<file path="src/hvd_pkg.sv">
// ----------------------------------------------------------------------------
// hvd_pkg
// Shared widths, fixed-point constants and the arctangent table for the
// haversine distance pipeline.
// ----------------------------------------------------------------------------
package hvd_pkg;

    // default number of cordic micro-rotations
    localparam int CORDIC_STAGES_DEF = 24;

    // field widths
    localparam int LAT_W    = 31;
    localparam int LON_W    = 32;
    localparam int RADIUS_W = 24;
    localparam int DIST_W   = 26;

    // internal widths
    localparam int ANG_W  = 36;   // signed q30 angle
    localparam int XY_W   = 34;   // signed cordic x/y
    localparam int ROOT_W = 31;   // square root in/out, 0..2^30
    localparam int REM_W  = 63;   // square root remainder
    localparam int Z_W    = 32;   // clamped central angle, unsigned

    localparam logic [RADIUS_W-1:0] RADIUS_RST = 24'd6367000;

    localparam logic signed [ANG_W-1:0] HALF_PI_Q30 = 36'sd1686629713;
    localparam logic signed [ANG_W-1:0] PI_Q30      = 36'sd3373259426;
    localparam logic signed [ANG_W-1:0] TWO_PI_Q30  = 36'sd6746518852;
    localparam logic signed [XY_W-1:0]  GAIN_Q30    = 34'sd652032874;
    localparam logic [ROOT_W-1:0]       ONE_Q30     = 31'd1073741824;

    // atan(2^-i) in q30, truncated for i < 27 and rounded to nearest from i = 27
    localparam logic [31:0] ATAN_Q30 [0:31] = '{
        32'h3243F6A8, 32'h1DAC6705, 32'h0FADBAFC, 32'h07F56EA6,
        32'h03FEAB76, 32'h01FFD55B, 32'h00FFFAAA, 32'h007FFF55,
        32'h003FFFEA, 32'h001FFFFD, 32'h000FFFFF, 32'h0007FFFF,
        32'h0003FFFF, 32'h0001FFFF, 32'h0000FFFF, 32'h00007FFF,
        32'h00003FFF, 32'h00001FFF, 32'h00000FFF, 32'h000007FF,
        32'h000003FF, 32'h000001FF, 32'h000000FF, 32'h0000007F,
        32'h0000003F, 32'h0000001F, 32'h0000000F, 32'h00000008,
        32'h00000004, 32'h00000002, 32'h00000001, 32'h00000000
    };

endpackage

</file>
<file path="src/hvd_sqrt.sv">
// ----------------------------------------------------------------------------
// hvd_sqrt
// Pipelined floor square root of a q30 value, one result bit per stage.
// The radicand is the input shifted left by 30, so the root is q30 again.
// ----------------------------------------------------------------------------
module hvd_sqrt (
    input  logic                        i_clk,
    input  logic                        i_rst_n,
    input  logic                        i_valid,
    input  logic [hvd_pkg::ROOT_W-1:0]  i_op,
    output logic                        o_valid,
    output logic [hvd_pkg::ROOT_W-1:0]  o_root
);
    import hvd_pkg::*;

    logic [REM_W-1:0]  r_rem  [0:ROOT_W];
    logic [ROOT_W-1:0] r_root [0:ROOT_W];
    logic              r_v    [0:ROOT_W];

    // entry stage
    always_ff @(posedge i_clk) begin
        if (!i_rst_n) begin
            r_v[0] <= 1'b0;
        end else begin
            r_v[0] <= i_valid;
        end
        r_rem[0]  <= {2'b00, i_op, 30'd0};
        r_root[0] <= '0;
    end

    // one root bit per stage, msb first
    for (genvar j = 0; j < ROOT_W; j++) begin : g_bit
        localparam int K = ROOT_W - 1 - j;
        logic [REM_W-1:0] trial;
        assign trial = (REM_W'(r_root[j]) << (K + 1)) + (REM_W'(1) << (2 * K));

        always_ff @(posedge i_clk) begin
            if (!i_rst_n) begin
                r_v[j+1] <= 1'b0;
            end else begin
                r_v[j+1] <= r_v[j];
            end
            if (r_rem[j] >= trial) begin
                r_rem[j+1]  <= r_rem[j] - trial;
                r_root[j+1] <= r_root[j] | (ROOT_W'(1) << K);
            end else begin
                r_rem[j+1]  <= r_rem[j];
                r_root[j+1] <= r_root[j];
            end
        end
    end

    assign o_valid = r_v[ROOT_W];
    assign o_root  = r_root[ROOT_W];

endmodule

</file>
<file path="config.mk">
export PLATFORM = sky130hd
export DESIGN_NAME = hvd_sqrt
export DESIGN_NICKNAME = d
export VERILOG_FILES = /design/src/hvd_pkg.sv /design/src/hvd_sqrt.sv
export SDC_FILE = /design/constraint.sdc
export NUM_CORES = 2
export LEC_CHECK = 0
export ABC_CLOCK_PERIOD_IN_PS = 3900
export BUFFER_PORTS_ARGS = -buffer_cell sky130_fd_sc_hd__buf_2
export CAP_MARGIN = 20
export CORE_UTILIZATION = 35
export CTS_BUF_LIST = sky130_fd_sc_hd__clkbuf_8
export DETAILED_ROUTE_END_ITERATION = 10
export SYNTH_ARGS = -nofsm -noshare
export SYNTH_HDL_FRONTEND = slang
export SYNTH_SLANG_ARGS = --single-unit
</file>
<file path="constraint.sdc">
create_clock -name i_clk -period 3.9 [get_ports i_clk]
set_input_delay 0 -clock i_clk [delete_from_list [all_inputs] [get_ports i_clk]]
set_output_delay 0 -clock i_clk [all_outputs]
set_load 0.1 [all_outputs]
</file>
# Yosys cells after proc, flatten, opt, wreduce, memory -nomap -nowiden
# Memory sizes are Yosys's and may differ from the RTL's.
# Index checks and enable logic that the tools add are counted.
word_totals:
  regBits: 0
  out_inout_bits: 32
  input_bits: 34
  word_cells: 379
  ramBits: 3040
  mem_count: 3
classes:
  bitwise: 94
  add_sub_neg: 62
  mux: 189
  magnitude_cmp: 31
mem_list:
  columns: ["memory", "words", "word_bits", "read_ports", "rd_ports_with_merged_regs", "write_ports", "line_no", "text"]
  rows:
  - ["r_rem", 32, 63, 31, 0, 32, "hvd_sqrt.sv:16", "logic [REM_W-1:0] r_rem [0:ROOT_W];"]
  - ["r_root", 32, 31, 32, 0, 32, "hvd_sqrt.sv:17", "logic [ROOT_W-1:0] r_root [0:ROOT_W];"]
  - ["r_v", 32, 1, 32, 0, 32, "hvd_sqrt.sv:18", "logic r_v [0:ROOT_W];"]
ops:
  columns: ["operator", "count"]
  rows:
  - ["63-bit two-way mux", 31]
  - ["31-bit two-way mux", 31]
  - ["1-bit two-way mux", 127]
  - ["1-bit OR", 94]
  - ["62-bit by 61-bit adder with 63-bit output (second input constant)", 1]
  - ["63-bit by 33-bit >= comparator with 1-bit output", 1]
  - ["63-bit by 34-bit >= comparator with 1-bit output", 1]
  - ["63-bit by 35-bit >= comparator with 1-bit output", 1]
  - ["63-bit by 36-bit >= comparator with 1-bit output", 1]
  - ["63-bit by 37-bit >= comparator with 1-bit output", 1]
  - ["63-bit by 38-bit >= comparator with 1-bit output", 1]
  - ["63-bit by 39-bit >= comparator with 1-bit output", 1]
  - ["63-bit by 40-bit >= comparator with 1-bit output", 1]
  - ["63-bit by 41-bit >= comparator with 1-bit output", 1]
  - ["63-bit by 42-bit >= comparator with 1-bit output", 1]
  - ["63-bit by 43-bit >= comparator with 1-bit output", 1]
  - ["63-bit by 44-bit >= comparator with 1-bit output", 1]
  - ["63-bit by 45-bit >= comparator with 1-bit output", 1]
  - ["63-bit by 46-bit >= comparator with 1-bit output", 1]
  - ["63-bit by 47-bit >= comparator with 1-bit output", 1]
  - ["63-bit by 48-bit >= comparator with 1-bit output", 1]
  - ["63-bit by 49-bit >= comparator with 1-bit output", 1]
  - ["63-bit by 50-bit >= comparator with 1-bit output", 1]
  - ["63-bit by 51-bit >= comparator with 1-bit output", 1]
  - ["other kinds (73)", 73]

# Longest topological paths before layout
# An unclocked memory read counts as a cell.
depth:
  depth_word: 6
  ltp_mapped: 15
  ltp_nobuf: 13

# Least setup slack after synthesis
# Ideal clock, no wire load.
synth_path:
  kind: "reg2reg"
  startpoint: "memory r_rem[29][4], in the netlist r_rem[3][319]"
  endpoint: "memory r_rem[30][60], in the netlist r_rem[3][438]"
  synth_period_minus_slack_ns: 3.095
  setup_time_ns: 0.134
  t_arrival_ns: 2.961
  required_ns: 3.766
  path_slack_ns: 0.805
  stages_incl_launch_ff: 13
  n_path_buf: 1
  cell_sequence: "dfxtp_1 -> ha_1 -> fa_1 -> a211oi_1 -> o31ai_1 -> a211oi_1 -> o31a_1 -> o21ai_0 -> a21oi_1 -> o21ai_0 -> clkbuf_1 -> nor4_1 -> xor2_1"
synth_rtl:
  columns: ["item", "line_no"]
  rows:
  - ["start: declaration", "hvd_sqrt.sv:16"]

==> impl_metrics.py <==
metrics = {
    "status": {
        "status": "complete, no violations",
    },
    "setup_path": {
        "r2r_cells": 11,
        "start_kind": "flip-flop",
        "worstReg2RegEnd": "r_rem[3][416]$_DFF_P_",
        "r2r_setup_slack_ps": 180,
        "cp-end-kind": "flip-flop",
        "critPathKind": "reg -> reg",
        "worst_ep_required_time_ps": 4720,
        "cp.arrival_ps": 4540,
        "critPathMaxFanout": 4,
        "r2r_start": "r_rem[3][319]$_SDFF_PP0_",
    },
    "clocking": {
        "post-cts-setup-buffers": 0,
        "clock_sinks": 1744,
        "cts-buffers-inserted": 308,
        "path_clk_slew_ps": 60,
        "cts-root-buf": "clkbuf_8",
        "cts.htree.levels": 5,
        "clk_latency_ps": 1020,
        "clockBufferDepth": 4,
        "cts_tree": "built",
    },
    "power": {
        "power_switching_w": 0.01789,
        "clockPowerShare_pct": 31.0,
        "comb_power_share_pct": 22.5,
        "irDropWorstVdd_v": 0.0004425,
        "p_sw_share_pct": 32.11,
        "p_per_area_mw_per_mm2": 653.9,
        "p_int_w": 0.03781,
        "power.leakage_nw": 39.36,
        "pwr-share-seq_pct": 46.5,
    },
    "placed_design": {
        "dp_cells": 10690,
        "dpl.hpwl_mm": 126.5,
        "port-buffer-count": 65,
        "routabilityCongestion": 0.9324,
    },
    "floorplanning": {
        "dieArea_mm2": 0.2137,
        "start_util_pct": 35.31,
        "coreArea_mm2": 0.2100,
        "rows": 168,
        "die_w_um": 462.3,
        "dieHeight_um": 462.3,
        "num_io_pins": 66,
    },
    "worst_hold_path": {
        "min_path_type": "in -> reg",
        "hold_depth": 3,
        "holdPathEnd": "r_rem[0][60]$_DFF_P_",
        "holdCritStartpoint": "i_op[30]",
    },
    "synthesis": {
        "synth.largest_area_cell": "dfxtp_1",
        "yosysMostFrequentCell": "dfxtp_1",
        "synthFlopType": "dfxtp_1",
        "synth_seq_area_share_pct": 47.09,
        "yosys_warnings": 0,
        "synthTopCellsByCount": "1744 x dfxtp_1, 643 x inv_1, 605 x nand2_1",
        "syn-instance-count": 7919,
        "synth_edf_count": 0,
        "synth_top_cell_area_share_pct": 47.09,
        "ys_seq_elements": 1744,
        "ys_types": 105,
        "syn-cell-area_mm2": 0.07415,
        "syn_avg_cell_area_um2": 9.363,
        "ys_top_cells_by_area": "dfxtp_1 47%, ha_1 8.3%, xor2_1 4.9%, xnor2_1 4.6%, a21oi_1 3.4%",
        "synthArstFlopShare_pct": 0,
    },
    "finish": {
        "final-instance-count-excl-fill": 11300,
        "drive_above_1_share_pct": 8.536,
        "fin_nets": 8822,
        "fillers": 20490,
        "syn2layout_area_growth_pct": 14.87,
    },
    "sta": {
        "tns_ps": 0,
        "rsz0062_at_grt": "no",
        "finalCriticalPeriod_ps": 3715,
        "max_slew_margin_pct": 43.99,
        "post-route-period-util_pct": 95.27,
        "clock_skew_ps": 104.5,
        "fmax_ghz": 0.2691,
        "tightest_slew_ps": 833.8,
        "finalSetupViolCount": 0,
        "hold_violations": 0,
        "finalMaxSlewViolations": 0,
    },
    "routing": {
        "via_per_inst": 4.903,
        "ant_nets": 0,
        "post_drt_wl_per_cell_um": 14.88,
        "vias": 55410,
        "wl_mm": 168.2,
        "dr.pass1.iters": 6,
        "drt_iter0_drc": 2866,
        "drc": 0,
    },
    "global_route": {
        "globalRouteMet2Util_pct": 28.46,
        "grt_antenna_before_repair": 2,
        "first_global_vias": 55880,
        "grt_overflow": 0,
        "grt_usage_pct": 15.58,
        "busiest_layer": "met2",
        "grt_start_max_net_pins": 51,
        "grtUsageMet1_pct": 17.55,
        "grt_util_met3_pct": 2.419,
        "grt_pass1_wl_mm": 275.9,
    },
    "flow_run": {
        "maxCapViolCount": 0,
    },
}
-- worst max path at each step --
| stage | start | endpoint | slack, ps |
|---|---|---|---|
| after floorplan | r_rem[3][319]$_SDFF_PP0_ | r_rem[3][438]$_DFF_P_ | 800 |
| after global placement | r_root[29][2]$_DFF_P_ | r_rem[3][438]$_DFF_P_ | 280 |
| after detailed placement | r_root[29][2]$_DFF_P_ | r_rem[3][434]$_DFF_P_ | 270 |
| after CTS | r_root[29][2]$_DFF_P_ | r_rem[3][438]$_DFF_P_ | 170 |
| after global routing | r_root[29][2]$_DFF_P_ | r_rem[3][424]$_DFF_P_ | 3 |
| final | r_rem[3][319]$_SDFF_PP0_ | r_rem[3][416]$_DFF_P_ | 180 |
-- registers in the layout (all words and copies together), names as in the netlist --
register	cells
r_v	32
r_rem	1216
r_root	496
-- critical path, cell delays in order (launching register included) --
cell and delay (ps):
dfxtp_1 390, ha_1 230, fa_1 250, a211oi_1 100
o31ai_1 540, a211oi_2 120, o31a_1 380, o21ai_0 400
a31oi_1 300, nor4_1 520, nor4_1 110, xor2_1 170
-- metrics by stage --
step	total power [W]	util, %	setup slack [ps]	instance area, um2	hold WS [ps]
floorplan	0.03460	-	804.9	74150	27.72
global placement	0.03836	37.08	278.7	77870	102.2
detailed placement	0.03858	37.08	269.8	77870	103.6
CTS	0.05625	40.55	170.9	85160	7.227
global route	0.05912	40.56	3.106	85180	46.38
finish	0.05570	40.56	184.5	85180	123.3
-- logic make-up after synthesis --
kind of cell	share of synthesized area (%)
muxes	0.6379
other	0.005057
and+or+nand+nor	16.23
xor gates and xnor gates	9.450
buffers and inverters	4.294
adders and majority gates	8.714
DFF	47.09
AOI/OAI and AO/OA	13.59
-- cell usage in the layout (no fill, tap or decap), drive strengths merged, types with 88 or more instances in the layout --
master	count
a21oi	505
inv	720
clkbuf	392
xor2	412
dfxtp	1744
nor4	179
nor2	530
dlygate4sd3	88
nand2b	91
ha	494
buf	141
a21o	166
nand2	607
nand4	100
nand3	160
nor3	212
xnor2	388
o21ai	451
or3	94
-- power by group through the flow --
stage	Combinational, W	Clock [W]	Sequential, W
floorplan	0.00979	0	0.0248
global placement	0.0122	0	0.0262
detailed placement	0.0124	0	0.0262
CTS	0.0125	0.0179	0.0259
global route	0.0140	0.0187	0.0264
finish	0.0125	0.0173	0.0259
-- what timing repair did --
item,CTS,global route
endpoints found under the setup margin,0,8
resized for setup,0,2
hold endpoints to repair,63,0
hold buffers,88,0
-- layer usage --
metal	wire length, um	up-vias
li1	-	28150
met2	83740	1196
met1	71610	25570
met3	6123	495
met5	0	-
met4	6712	0
-- cell type report --
cell class | instances | area, um2 | area share [%]
antenna | 4 | 10.01 | 0.01175
clock buffer | 392 | 5395 | 6.334
clock inverter | 131 | 1012 | 1.188
inverter | 651 | 2444 | 2.869
multi-input combinational | 5346 | 36090 | 42.37
sequential | 1744 | 34910 | 40.99
tap | 2805 | 3510 | 4.120
timing repair buffer | 229 | 1802 | 2.115
Power figures use the tool's default switching activity.
